`config.mk`:
```
export PLATFORM = sky130hd
export DESIGN_NAME = cse_extract
export DESIGN_NICKNAME = d
export VERILOG_FILES = /design/src/rtl/can_signal_extract_scale_assert.svh /design/src/rtl/cse_pkg.sv /design/src/rtl/cse_extract.sv
export SDC_FILE = /design/constraint.sdc
export NUM_CORES = 1
export LEC_CHECK = 0
export BUFFER_PORTS_ARGS = -buffer_cell sky130_fd_sc_hd__buf_4
export CAP_MARGIN = 20
export CORE_MARGIN = 4
export CORE_UTILIZATION = 30
export DETAILED_ROUTE_END_ITERATION = 7
export PLACE_DENSITY = 0.43
export SETUP_SLACK_MARGIN = 0.02
export SYNTH_ARGS = -nofsm -noshare
export SYNTH_HDL_FRONTEND = slang
export SYNTH_SLANG_ARGS = --single-unit
```
`constraint.sdc`:
```
create_clock -name aclk -period 6.2 [get_ports aclk]
set_input_delay 0.62 -clock aclk [delete_from_list [all_inputs] [get_ports aclk]]
set_output_delay 0.62 -clock aclk [all_outputs]
set_load 0.05 [all_outputs]
```
`src/rtl/can_signal_extract_scale_assert.svh`:
```
// Assertion macros for the CAN signal extract and scale block.
// Expects aclk and aresetn in the scope of each use.
`ifndef CAN_SIGNAL_EXTRACT_SCALE_ASSERT_SVH
`define CAN_SIGNAL_EXTRACT_SCALE_ASSERT_SVH

// same-cycle implication
`define CSE_ASSERT_IMP(lbl, ante, cons, msg) \
    lbl: assert property (@(posedge aclk) disable iff (!aresetn) (ante) |-> (cons)) \
        else $error(msg);

// next-cycle implication
`define CSE_ASSERT_NXT(lbl, ante, cons, msg) \
    lbl: assert property (@(posedge aclk) disable iff (!aresetn) (ante) |=> (cons)) \
        else $error(msg);

`endif

```
`src/rtl/cse_pkg.sv`:
```
// Shared types and constants for the CAN signal extract and scale block.
// No dependencies.
package cse_pkg;

    localparam int CSE_DATA_W        = 64;
    localparam int CSE_LEN_W         = 7;
    localparam int CSE_BYTE_W        = 8;
    localparam int CSE_START_W       = 6;
    localparam int CSE_FACTOR_W      = 32;
    localparam int CSE_OFFSET_W      = 48;
    localparam int CSE_CFG_IDX_W     = 3;
    localparam int CSE_PAYLOAD_BYTES = 8;

    localparam logic [CSE_DATA_W-1:0] CSE_PHYS_MAX = {1'b0, {(CSE_DATA_W-1){1'b1}}};
    localparam logic [CSE_DATA_W-1:0] CSE_PHYS_MIN = {1'b1, {(CSE_DATA_W-1){1'b0}}};

    typedef enum logic [CSE_CFG_IDX_W-1:0] {
        REG_FIRST_POS    = 3'd0,
        REG_BIT_LENGTH   = 3'd1,
        REG_INTEL_ORDER  = 3'd2,
        REG_SIGNED_FIELD = 3'd3,
        REG_SCALE_FACTOR = 3'd4,
        REG_SCALE_OFFSET = 3'd5
    } cfg_reg_t;

    typedef struct packed {
        logic [CSE_START_W-1:0] first_pos;
        logic [CSE_LEN_W-1:0]   bit_length;
        logic                   intel_order;
        logic                   signed_field;
    } field_cfg_t;

    typedef struct packed {
        logic [CSE_DATA_W-1:0] raw;
        logic                  raw_neg;
    } raw_beat_t;

endpackage

```
`src/rtl/cse_extract.sv`:
```
// Field extraction: payload register, position shift, order/sign stage.
// Depends on cse_pkg.
module cse_extract
    import cse_pkg::*;
#(
    parameter int PAYLOAD_BYTES = CSE_PAYLOAD_BYTES
) (
    input  logic                  aclk,
    input  logic                  aresetn,
    input  field_cfg_t            cfg,
    input  logic                  in_valid,
    output logic                  in_ready,
    input  logic [CSE_DATA_W-1:0] in_payload,
    output logic                  out_valid,
    input  logic                  out_ready,
    output raw_beat_t             out_beat
);

    localparam int PAY_BITS = PAYLOAD_BYTES * CSE_BYTE_W;
    localparam logic [CSE_DATA_W-1:0] PAY_MASK = (PAY_BITS >= CSE_DATA_W) ? '1 :
        ((CSE_DATA_W'(1) << PAY_BITS) - CSE_DATA_W'(1));

    function automatic logic [CSE_DATA_W-1:0] len_mask(input logic [CSE_LEN_W-1:0] len);
        logic [CSE_DATA_W-1:0] m;
        if (len >= CSE_LEN_W'(CSE_DATA_W)) begin
            m = '1;
        end else begin
            m = (CSE_DATA_W'(1) << len) - CSE_DATA_W'(1);
        end
        return m;
    endfunction

    logic                  pay_vld_reg, t_vld_reg, raw_vld_reg;
    logic                  pay_rdy, t_rdy, raw_rdy;
    logic [CSE_DATA_W-1:0] pay_reg;
    logic [CSE_DATA_W-1:0] t_reg, t_next;
    raw_beat_t             raw_reg, raw_next;

    logic [CSE_DATA_W-1:0] d_mot, d_sel, t_rev, raw_mot, raw0;
    logic [CSE_LEN_W-1:0]  len_diff, len_m1;
    logic                  len_ok;

    assign raw_rdy  = !raw_vld_reg || out_ready;
    assign t_rdy    = !t_vld_reg || raw_rdy;
    assign pay_rdy  = !pay_vld_reg || t_rdy;
    assign in_ready = pay_rdy;

    // position shift; Motorola numbering flips bit order within each byte
    always_comb begin
        for (int b = 0; b < CSE_DATA_W / CSE_BYTE_W; b++) begin
            for (int k = 0; k < CSE_BYTE_W; k++) begin
                d_mot[CSE_BYTE_W*b + k] = pay_reg[CSE_BYTE_W*b + CSE_BYTE_W - 1 - k];
            end
        end
        d_sel  = cfg.intel_order ? pay_reg : d_mot;
        t_next = (d_sel >> cfg.first_pos) & len_mask(cfg.bit_length);
    end

    // Motorola field reversal, length check and sign extension
    always_comb begin
        for (int i = 0; i < CSE_DATA_W; i++) begin
            t_rev[i] = t_reg[CSE_DATA_W - 1 - i];
        end
        len_ok   = (cfg.bit_length != '0) && (cfg.bit_length <= CSE_LEN_W'(CSE_DATA_W));
        len_diff = CSE_LEN_W'(CSE_DATA_W) - cfg.bit_length;
        len_m1   = cfg.bit_length - CSE_LEN_W'(1);
        raw_mot  = t_rev >> len_diff[CSE_START_W-1:0];
        raw0     = len_ok ? (cfg.intel_order ? t_reg : raw_mot) : '0;
        raw_next.raw = raw0;
        if (cfg.signed_field && len_ok && (cfg.bit_length < CSE_LEN_W'(CSE_DATA_W)) &&
            raw0[len_m1[CSE_START_W-1:0]]) begin
            raw_next.raw = raw0 | ~len_mask(cfg.bit_length);
        end
        raw_next.raw_neg = cfg.signed_field && raw_next.raw[CSE_DATA_W-1];
    end

    always_ff @(posedge aclk) begin
        if (!aresetn) begin
            pay_vld_reg <= 1'b0;
            t_vld_reg   <= 1'b0;
            raw_vld_reg <= 1'b0;
        end else begin
            if (pay_rdy) pay_vld_reg <= in_valid;
            if (t_rdy)   t_vld_reg   <= pay_vld_reg;
            if (raw_rdy) raw_vld_reg <= t_vld_reg;
        end
    end

    always_ff @(posedge aclk) begin
        if (pay_rdy && in_valid)    pay_reg <= in_payload & PAY_MASK;
        if (t_rdy && pay_vld_reg)   t_reg   <= t_next;
        if (raw_rdy && t_vld_reg)   raw_reg <= raw_next;
    end

    assign out_valid = raw_vld_reg;
    assign out_beat  = raw_reg;

endmodule

```
* Yosys cells after proc, flatten, opt, wreduce, memory -nomap -nowiden
Cells that the tools add are included.
Storage, ports and cells: bits of input ports 83, logic and storage cells 43, output and inout port bits 67, register bits after elaboration 196
Operators by class: add/subtract/negate cells 3, reduce and logical (&&, ||, !) cells 15, bitwise operators 3, shift-type cells 3, $lt $le $gt $ge 4, mux-type cells 8
Operators by type and width (number):
- $mux W64 | 6
- $shr A64 B6 Y64 | 2
- $and A64 B64 Y64 | 1
- $not A64 Y64 | 1
- $or A64 B64 Y64 | 1
- $shl A1 B7 Y64 const A | 1
- $sub A64 B2 Y64 const B | 1
- $logic_and A1 B1 Y1 | 8
- $ge A7 B7 Y1 const B | 1
- $le A7 B7 Y1 const B | 1
- $lt A6 B7 Y1 const B | 1
- $lt A7 B7 Y1 const B | 1
- $reduce_bool A7 Y1 | 1
- $bmux W1 S6 | 1
- $sub A1 B6 Y6 const A | 1
- $sub A6 B1 Y6 const B | 1
- $logic_not A1 Y1 | 3
- $logic_or A1 B1 Y1 | 3
- $mux W1 | 1

* Logic depth before layout (Yosys ltp)
Gate-level depths: netlist of the first run.
depth in word-level cells 12, mapped depth 23, gate-level depth less buffers 14

* Least setup slack after synthesis of the first run
Ideal clock, no wire load.
kind reg2reg, start point register raw_vld_reg, in the netlist out_valid, end point register t_reg[0], enable pin, arrival time 5.398 ns, buffers on the path 0, setup slack 0.218 ns, setup time 0.584 ns, stages on the path, launching flop included 3, clock period less this slack 5.982 ns, data required time 5.616 ns, cell sequence dfxtp_1 > nor2b_1 > a21boi_0
On the way: cells in the longest elaborated chain, start to end 4
Ends and longest elaborated chain:
- start: declaration | RTL line cse_extract.sv:33 | logic pay_vld_reg, t_vld_reg, raw_vld_reg;
- start signal: assignment | RTL line cse_extract.sv:85 | if (raw_rdy) raw_vld_reg <= t_vld_reg;
- $logic_not A1 Y1 | RTL line cse_extract.sv:43 | assign raw_rdy = !raw_vld_reg || out_ready;
- $logic_or A1 B1 Y1 | RTL line cse_extract.sv:43
- $logic_or A1 B1 Y1 | RTL line cse_extract.sv:44 | assign t_rdy = !t_vld_reg || raw_rdy;
- $logic_and A1 B1 Y1 | RTL line cse_extract.sv:91 | if (t_rdy && pay_vld_reg) t_reg <= t_next;
- end signal: assignment | RTL line cse_extract.sv:91
- end: declaration | RTL line cse_extract.sv:36 | logic [CSE_DATA_W-1:0] t_reg, t_next;
No other way between the ends. A chain may end at the register's enable or synchronous reset.

==> results of run 1 <==
## kinds of logic (layout without fill, tap and decap cells)
logic type / Yosys count / count (layout) / share of synthesized area, %
muxes: 435 / 435 / 29.9
other: 0 / 2 / 0
and+or+nand+nor: 563 / 563 / 13.4
buffers and inverters: 217 / 336 / 4.94
DFF: 196 / 196 / 29.4
AOI/OAI and AO/OA: 591 / 591 / 20.6
adders and majority gates: 8 / 8 / 0.503
xor gates and xnor gates: 28 / 28 / 1.23
## synthesized netlist by cell type (10+ instances only)
cell,count
xor2_1,10
nor2b_1,10
o31ai_1,47
o22ai_1,36
edfxtp_1,193
buf_1,28
nand3_1,51
a31oi_1,14
o32ai_1,10
clkbuf_1,107
a21oi_1,127
a211oi_1,30
o21a_1,19
a221oi_1,18
a22oi_1,16
and3_1,15
nand2b_1,14
o21ai_0,94
o211ai_1,11
nor2_1,183
nor3_1,52
nand2_1,136
o211a_1,12
o221ai_1,12
inv_1,20
mux4_2,118
buf_4,16
mux2i_1,216
or2_2,13
buf_2,34
xnor2_1,18
or3_1,14
mux2_2,101
o41ai_1,16
and2_1,28
## through the flow
stage	hold slack, ns	setup WS, ns
3_5_place_dp	0.593	0.684
4_1_cts	0.304	1.16
5_1_grt	0.306	0.877
2_1_floorplan	0.498	0.218
6_report	0.326	0.901
3_3_place_gp	0.568	0.653
## area by class of cell
| class | count | area (µm²) |
|---|---|---|
| antenna | 2 | 5.00 |
| sequential | 196 | 5860 |
| inverter | 23 | 86.3 |
| clock buffer | 17 | 425 |
| tap | 864 | 1080 |
| multi-input combinational | 1625 | 13200 |
| fill | 6745 | 42700 |
| timing repair buffer | 281 | 2230 |
| clock inverter | 15 | 175 |
## placed cells by master, fill, tap and decap left out, types with 9 or more instances in the layout
cell / instances
buf_4: 271
mux2i_1: 216
edfxtp_1: 193
nor2_1: 182
nand2_1: 136
a21oi_1: 127
mux4_2: 118
mux2_2: 101
o21ai_0: 94
nand3_1: 51
nor3_1: 51
o31ai_1: 47
o22ai_1: 36
a211oi_1: 30
and2_1: 28
inv_1: 20
o21a_1: 19
a221oi_1: 18
xnor2_1: 17
clkbuf_16: 17
a22oi_1: 16
o41ai_1: 16
and3_1: 15
nand2b_1: 14
or3_1: 14
or2_2: 13
a31oi_1: 13
o211a_1: 12
o221ai_1: 12
o211ai_1: 11
o32ai_1: 10
buf_12: 10
nor2b_1: 9
o21ai_1: 9
xor2_1: 9
nor4_1: 9
a22o_1: 9
a31o_2: 9
## metal layers
metal | track usage (%) | vias up | wire, µm | part of all wire (%)
met3 | 4.50 | 228 | 8050 | 7.0
li1 | - | 8282 | - | -
met2 | 50.5 | 1079 | 52500 | 46
met1 | 41.9 | 10000 | 47500 | 41
met5 | 0 | - | 13 | 0.011
met4 | 16.0 | 2 | 7070 | 6.1
## report_power, final
group | switching [mW] | leakage [nW] | total (mW) | internal (mW)
Combinational | 1.44 | 6.23 | 2.26 | 0.821
Clock | 0.543 | 0.295 | 1.15 | 0.607
Sequential | 0.150 | 1.82 | 1.72 | 1.57
## worst max-delay path: cells and delay by family
kind,cells,cell delay [ns]
compound gates,8,2.51
fa+ha+maj,2,0.62
buf+inv,6,1.60
simple gates,1,0.08
## final timing paths
kind | end | slack [ns] | startpoint
max | out_beat[25]$_DFFE_PP_ | 0.90 | cfg[3]
min | pay_reg[47]$_DFFE_PP_ | 0.33 | in_payload[47]
max reg2reg | out_beat[25]$_DFFE_PP_ | 1.50 | t_reg[5]$_DFFE_PP_
min reg2reg | t_vld_reg$_SDFFE_PN0P_ | 0.59 | pay_vld_reg$_SDFFE_PN0N_
==> out/results.ini, run 1 <==
[power]
power_mw=5.13
power_density_nw_per_um2=223
p_leak_nw=8.35
vdd.ir_drop.worst_mv=0.212

[place]
place_inst=2989
place_hpwl_um=92000
place_congestion=1.00
io_buffers=149
dpl_cell_area_um2=22400

[critical_path]
worstRegToRegCells=11
endpoint_kind=flip-flop
start_kind=primary input
required_ns=6.37
worst-path-max-fanout=29
criticalPathCategory=in -> reg
cp.arrival_ns=5.47
cp_slowest_cell=o221ai_1
cp_slowest_stage_delay_ns=0.66
path_cells=buf_4 > inv_1 > ha_4 > ha_2 > clkinv_1 > buf_4 > o21ai_0 > o221ai_1 > a22oi_1 > o211a_1 > o22a_1 > nand3_1 > o31a_1 > a32oi_4 > buf_12 > buf_12 > o31ai_1

[route]
ant_nets=0
wl_per_cell_um=38.1
first_pass_iters=6
route.detailed.drc=0
dr.first_iter.drc_count=2575
wl_um=115000
viasPerCell=6.49
num_vias=19600

[clock_tree]
clockBufferDepth=2
cts.sinks=196
post_cts_buffers=0
cts_tree=done
cts-buffers-inserted=17
hold_buffers=0
cts_resized=0
clk_pin_slew_ns=0.08
clk_latency_ns=0.46
cts_root_buf=clkbuf_16
cts_max_level=4

[global_routing]
grtUsageTotal_pct=31.6
overflow=0
grt_pass1_wl_um=157000
grt_pass1_vias=19200
antenna_found_initial=4
grt_max_degree=88

[timing]
hold_viol=0
fmax_ghz=0.189
report.final.slew_viol_count=0
timing.final.crit_share_pct=85.5
rsz0062_at_grt=false
max_slew_margin_pct=16.0
clock_skew_ns=0.0143
min_period_ns=5.30
setup_viol=0
tightest_slew_ns=1.25
tns_ns=0

[floorplanning]
die_x_um=266
fp.dieH_um=266
dieArea_um2=70600
io_pins=150
rows=94
core_um2=65700
start_util_pct=30.3

[yosys]
async_flop_share_pct=0
ys_types=90
synth_edf_count=193
ys.flop_type=edfxtp_1
synth.top_cell.area_share_pct=29.1
synth_warnings=0
yosysSeqAreaShare_pct=29.4
synthesis.nets=2129
ys_ff_latch=196
avgSynthCellArea_um2=9.77
synthCells=2038
synth_top_area_cell=edfxtp_1
synth.cell_area_um2=19900
synthTopCellsByArea=edfxtp_1 29%, mux4_2 13%, mux2i_1 11%

[cells_and_area]
nNetsFinal=2235
drive_gt1_share_pct=26.8
post-route-util_pct=35.0
stdcell_count=3023
finalInstanceArea_um2=23000
largest_reg_flops=65
syn_to_final_growth_pct=15.6

[worst_hold_path]
hold_depth=1
hp-class=in -> reg

[status]
status=finished, final reports clean

[job]
max_cap_viol_count=0

No activity file was read; power rests on OpenSTA's default activity.
==> run 2: changes to the inputs <==
CORE_ASPECT_RATIO = 1.5   (was not set)
==> run 2 against run 1 <==
  * Power increased by 1.7%
  * Via count decreased by 0.14%
  * Largest cell class unchanged
  * Critical endpoint is now out_beat[21]$_DFFE_PP_
  * Setup slack improved by 0.10 ns
  * Wire length increased by 9.3%
  * Clock power about the same
  * Final cell count increased by 1.2%
  * Maximum frequency increased by 1.9%
  * Highest routed layer is now met4
  * Hold slack got worse by 0.0092 ns
==> out/results.ini, run 2 (synthesis gave the netlist of run 1 again) <==
[status]
status=finished, final reports clean

[floorplanning]
die_x_um=218  ; -18%
start_util_pct=30.3  ; about the same
core_um2=65800  ; about the same
dieArea_um2=70700  ; +0.12%
rows=115  ; +22%
fp.dieH_um=324  ; +22%
io_pins=150  ; unchanged

[route]
num_vias=19600  ; -0.14%
first_pass_iters=7  ; +1
route.detailed.drc=0  ; unchanged
dr.first_iter.drc_count=2124  ; -18%
wl_um=126000  ; +9.3%
wl_per_cell_um=41.1  ; +8.1%
viasPerCell=6.40  ; -1.3%
ant_nets=0  ; unchanged

[global_routing]
grtUsageTotal_pct=35.0  ; +3.4 points
grt_max_degree=67  ; -24%
grt_pass1_vias=19800  ; +2.9%
overflow=0  ; unchanged
antenna_found_initial=7  ; +3
grt_pass1_wl_um=171000  ; +8.5%

[clock_tree]
cts_max_level=4  ; unchanged
clk_pin_slew_ns=0.09  ; about the same
post_cts_buffers=0  ; unchanged
cts-buffers-inserted=17  ; unchanged
cts.sinks=196  ; unchanged
hold_buffers=0  ; unchanged
clk_latency_ns=0.47  ; about the same
cts_resized=0  ; unchanged
cts_root_buf=clkbuf_16
cts_tree=done
clockBufferDepth=2  ; unchanged

[timing]
fmax_ghz=0.192  ; +1.9%
min_period_ns=5.20  ; -0.101 ns
clock_skew_ns=0.0145  ; +0.000228 ns
hold_viol=0  ; unchanged
report.final.slew_viol_count=0  ; unchanged
rsz0062_at_grt=false
hold_ws_ns=0.317  ; -0.00919 ns
tightest_slew_ns=1.26  ; +0.0180 ns
max_slew_margin_pct=15.7  ; -0.32 points
setup_viol=0  ; unchanged
tns_ns=0  ; unchanged
timing.final.crit_share_pct=83.8  ; -1.6 points

[worst_hold_path]
hold_depth=1  ; unchanged
hold_start=in_payload[9]
hp-class=in -> reg
min_to=pay_reg[9]$_DFFE_PP_

[critical_path]
r2r_setup_slack_ns=1.35  ; -0.15 ns
start_kind=primary input
criticalPathCategory=in -> reg
cp.arrival_ns=5.38  ; -0.09 ns
regToRegStartpoint=t_reg[0]$_DFFE_PP_
worst-path-max-fanout=35  ; +21%
worstRegToRegCells=11  ; unchanged
required_ns=6.39  ; +0.02 ns
endpoint_kind=flip-flop
timing.rr.end=out_beat[17]$_DFFE_PP_

[cells_and_area]
largest_reg_flops=65  ; unchanged
drive_gt1_share_pct=27.5  ; +0.71 points
nNetsFinal=2256  ; +0.94%
final_cell_mix=294 x buf_4, 216 x mux2i_1, 193 x edfxtp_1
syn_to_final_growth_pct=16.3
final_common_cell=buf_4

[place]
place_hpwl_um=104000  ; +13%
place_congestion=1.03  ; +2.6%
io_buffers=149  ; unchanged

[power]
pwr-share-seq_pct=32.7  ; -0.8 points
p_leak_nw=8.43  ; +0.88%
power.switching_mw=2.24  ; +5.1%
power_density_nw_per_um2=225  ; +1.1%
swShare_pct=43.0  ; +1.4 points
clockPowerShare_pct=22.1  ; -0.3 points
vdd.ir_drop.worst_mv=0.126  ; -41%
p_comb_share_pct=45.2  ; +1.1 points
power_mw=5.22  ; +1.7%
intPower_mw=2.98  ; -0.73%

[job]
max_cap_viol_count=0  ; unchanged

run 2: cell types whose count changed in the layout (fill, tap and decap cells not counted), moves of 2 or more:
cell | previous run | this run
buf_12 | 10 | 7
buf_4 | 271 | 294
clkbuf_1 | 0 | 2
clkinvlp_4 | 0 | 2
diode_2 | 2 | 4
inv_6 | 2 | 0
run 2: how the worst max path moves through the flow:
stage                                      start                      to  slack [ns]  cells after the start
after floorplan           out_valid$_SDFFE_PN0P_      t_reg[0]$_DFFE_PP_        0.22                      2
after global placement                    cfg[3]  out_beat[13]$_DFFE_PP_        0.47                     15
after detailed placement                  cfg[3]  out_beat[21]$_DFFE_PP_        0.51                     15
after CTS                                 cfg[3]  out_beat[21]$_DFFE_PP_         1.0                     15
after global routing                      cfg[3]  out_beat[21]$_DFFE_PP_        0.94                     14
final                                     cfg[3]  out_beat[21]$_DFFE_PP_        1.00                     18
run 2: routing by layer:
metal,part of all wire [%],vias up,global-route usage [%]
met3,4.9,382,4.80
met4,11,0,31.6
met5,0,-,0
li1,-,8321,-
met2,51,983,62.8
met1,33,9891,34.9
run 2: area by class of cell:
cell class | count | area (µm²)
Timing Repair Buffer | 302 | 2350
Multi-Input combinational cell | 1625 | 13200
Fill cell | 6823 | 42600
Sequential cell | 196 | 5860
Clock buffer | 19 | 433
Clock inverter | 13 | 145
Antenna cell | 4 | 10.0
Inverter | 23 | 86.3
Tap cell | 877 | 1100
run 2: power by group through the flow:
stage	clock network [mW]	registers [mW]	logic (mW)
floorplan	0	1.71	1.28
global placement	0	1.73	2.32
detailed placement	0	1.73	2.31
CTS	1.18	1.70	2.32
global route	1.22	1.71	2.44
finish	1.15	1.71	2.36
run 2: critical path, cell delays in order:
cell	delay (ns)
buf_4	0.16
inv_1	0.12
ha_4	0.66
buf_12	0.27
buf_4	0.28
nor4b_1	0.09
buf_4	0.21
nand3_1	0.11
o31a_1	0.48
nor2_1	0.11
o32ai_1	0.56
nor3_1	0.13
or4_1	0.55
a31o_2	0.25
a32oi_4	0.24
buf_12	0.20
buf_12	0.18
o31ai_1	0.10
run 2: through the flow:
step	instances	instance area (µm²)	setup slack [ns]	utilization [%]
after global routing	3056	23200	0.935	35.2
final	3059	23200	1.00	35.2
after CTS	3054	23100	0.997	35.2
after floorplan	2038	19900	0.218	-
after detailed placement	3022	22600	0.512	34.3
after global placement	3022	22600	0.473	34.3
==> run 3: changes to the inputs <==
ABC_AREA = 1   (was not set)
clock period = 4.5 ns   (was 6.2 ns; I/O delays follow)
==> run 3 against run 2 <==
  * Sequential share of layout area rose by 0.46 points
  * Sequential power rose by 29%
  * Register-to-register slack got worse by 0.35 ns
  * Core utilization rose by 0.60 points
  * Clock-buffer cell count fell by 1
  * Die area fell by 3.2%
  * Non-clock buffer count rose by 35
  * Clock power rose by 46%
  * Combinational power rose by 13%
  * Critical path type unchanged
  * Global-route usage fell by 5.2 points
  * Critical path depth rose by 6
  * First-iteration DRC count fell by 12%
==> out/results.ini, run 3 <==
[clock_tree]
cts_resized=0  ; unchanged
cts.sinks=196  ; unchanged
hold_buffers=0  ; unchanged
cts_root_buf=clkbuf_16
clk_pin_slew_ns=0.08  ; about the same
post_cts_buffers=0  ; unchanged
cts-buffers-inserted=17  ; unchanged
cts_tree=done
cts_max_level=4  ; unchanged
clk_latency_ns=0.49  ; +0.02 ns
clockBufferDepth=2  ; unchanged

[floorplanning]
io_pins=150  ; unchanged
fp.dieH_um=318  ; -1.6%
rows=113  ; -1.7%
start_util_pct=30.3  ; +0.035 points
core_um2=63500  ; -3.5%
die_x_um=215  ; -1.6%
dieArea_um2=68400  ; -3.2%

[timing]
clock_skew_ns=0.0199  ; +0.00536 ns
tns_ns=0  ; unchanged
hold_viol=0  ; unchanged
timing.final.crit_share_pct=85.7
report.final.slew_viol_count=0  ; unchanged
max_slew_margin_pct=33.6  ; +18 points
setup_viol=0  ; unchanged
rsz0062_at_grt=false
fmax_ghz=0.259
final.setup.worst_slack_ns=0.644  ; -0.358 ns
tightest_slew_ns=0.996  ; -0.269 ns
min_period_ns=3.86
hold_ws_ns=0.133  ; -0.184 ns

[yosys]
ys_types=50  ; -44%
yosysMostFrequentCell=nand2_1
synth_common_cells=808 x nand2_1, 647 x nand3_1, 285 x nor2_1
ys.flop_type=edfxtp_1
synth_warnings=0  ; unchanged
ys_ff_latch=196  ; unchanged
synthCells=2977  ; +46%
async_flop_share_pct=0  ; unchanged
synth_top_area_cell=edfxtp_1
synth_edf_count=193  ; unchanged
synth.top_cell.area_share_pct=30.1  ; +1.0 points
synthesis.nets=3068  ; +44%
synth.cell_area_um2=19300  ; -3.3%
yosysSeqAreaShare_pct=30.4  ; +1.0 points
synthTopCellsByArea=edfxtp_1 30%, nand3_1 17%, nand2_1 16%
avgSynthCellArea_um2=6.47  ; -34%

[route]
viasPerCell=5.50  ; -14%
wl_per_cell_um=26.7  ; -35%
first_pass_iters=8  ; +1
wl_um=105000  ; -16%
dr.first_iter.drc_count=1868  ; -12%
num_vias=21700  ; +11%
ant_nets=0  ; unchanged
route.detailed.drc=0  ; unchanged

[critical_path]
cp.arrival_ns=4.19  ; -1.19 ns
worstRegToRegCells=20  ; +9
required_ns=4.84  ; -1.55 ns
cp-endpoint=out_beat[16]$_DFFE_PP_
crit_family=simple AND/OR/NAND/NOR gates
cp.depth=24  ; +6
r2r_setup_slack_ns=1.00  ; -0.35 ns
cp_slowest_cell=ha_2
timing.rr.end=out_beat[16]$_DFFE_PP_
criticalPathCategory=in -> reg
crit_start=cfg[3]
start_kind=primary input
cp_slowest_stage_delay_ns=0.45  ; -0.21 ns
endpoint_kind=flip-flop
regToRegStartpoint=t_reg[5]$_DFFE_PP_
path_buf_inv=6  ; -1
worst-path-max-fanout=39  ; +11%
path_cells=buf_4 > inv_1 > ha_2 > inv_2 > buf_12 > nand3_1 > nand3_1 > nand2_1 > nand2_1 > nor2_1 > nand2_1 > nand2_1 > nand3_1 > nand3_1 > nand3_1 > nand2_1 > nand2_1 > nor2_1 > nor2_1 > a21oi_4 > nand2_4 > buf_12 > buf_4 > o21ai_2
critPathMostFrequentCell=nand2_1

[global_routing]
grtUsageTotal_pct=29.7  ; -5.2 points
antenna_found_initial=2  ; -5
grt_pass1_vias=21600  ; +9.3%
grt_max_degree=98  ; +46%
overflow=0  ; unchanged
grt_pass1_wl_um=149000  ; -13%

[cells_and_area]
largest_reg_flops=65  ; unchanged
drive_gt1_share_pct=15.3  ; -12 points
nNetsFinal=3215  ; +43%
stdcell_count=3943  ; +29%
final_common_cell=nand2_1
syn_to_final_growth_pct=18.1
nFillCells=7051  ; +3.3%
finalInstanceArea_um2=22700  ; -1.8%
final_cell_mix=806 x nand2_1, 647 x nand3_1, 314 x buf_4

[place]
place_hpwl_um=87200  ; -16%
place_congestion=0.973  ; -5.5%
dpl_cell_area_um2=22100  ; -2.0%
io_buffers=149  ; unchanged
place_inst=3910  ; +29%
dp_slack_ns=0.178  ; -0.334 ns

[power]
vdd.ir_drop.worst_mv=0.308  ; +150%
p_leak_nw=10.3  ; +23%
power_density_nw_per_um2=288  ; +28%

[status]
status=finished, final reports clean

[worst_hold_path]
hp-class=in -> reg

[job]
max_cap_viol_count=0  ; unchanged

run 3: worst min path at each step:
stage,from,end,cells past startpoint
after floorplan,t_vld_reg$_SDFFE_PN0P_,out_valid$_SDFFE_PN0P_,2
after global placement,pay_vld_reg$_SDFFE_PN0N_,t_vld_reg$_SDFFE_PN0P_,2
after detailed placement,pay_vld_reg$_SDFFE_PN0N_,t_vld_reg$_SDFFE_PN0P_,2
after CTS,in_payload[5],pay_reg[5]$_DFFE_PP_,1
after global routing,in_payload[5],pay_reg[5]$_DFFE_PP_,1
final,in_payload[1],pay_reg[1]$_DFFE_PP_,1
run 3: worst register-to-register path, stage by stage, from the launching register on:
cell,delay (ns)
edfxtp_1,0.47
nand2_1,0.11
nand3_1,0.17
nand3_1,0.18
nand2_1,0.16
nand2_1,0.11
nor2_1,0.32
nand2_1,0.21
nand2_1,0.15
nand3_1,0.08
nand3_1,0.13
nand3_1,0.11
nand2_1,0.09
nand2_1,0.05
nor2_1,0.11
nor2_1,0.07
a21oi_4,0.28
nand2_4,0.14
buf_12,0.18
buf_4,0.15
o21ai_2,0.11
run 3: stage by stage:
| stage | utilization [%] | total power [mW] |
|---|---|---|
| final | 35.8 | 6.56 |
| after global routing | 35.8 | 6.84 |
| after CTS | 35.8 | 6.57 |
| after detailed placement | 34.8 | 4.90 |
| after global placement | 34.8 | 4.90 |
| after floorplan | - | 3.72 |
run 3: power breakdown:
part / switching (mW) / internal (mW) / leakage [nW]
combinational: 1.86 / 0.815 / 8.14
clock: 0.830 / 0.852 / 0.302
sequential: 0.0807 / 2.13 / 1.90
run 3: logic make-up (layout without fill, tap and decap cells):
logic type                 after synthesis  count (layout)  share of synthesized area (%)
adders and majority gates                8               8                          0.520
other                                    0               1                              0
DFF                                    196             196                           30.4
xor gates and xnor gates                30              30                           1.36
buffers and inverters                  412             572                           9.14
AOI/OAI and AO/OA                      410             410                           12.4
muxes                                   86              86                           4.47
and+or+nand+nor                       1835            1835                           41.7
run 3: metal layers:
metal,vias to the layer above,GRT usage [%],routed length (µm)
met4,0,18.0,7450
met5,-,0,0
li1,10400,-,-
met1,10500,31.8,38600
met3,193,2.62,3600
met2,699,56.1,55500
run 3: area by class of cell:
cell class	instances	area (µm²)	area share [%]
multi-input cells	2369	11700	51.3
inverters	203	768	3.38
clock buffers	18	429	1.89
repair buffers	337	2820	12.4
well taps	805	1010	4.43
diodes	1	2.50	0.0110
flip-flops and latches	196	5860	25.7
clock inverters	14	198	0.869
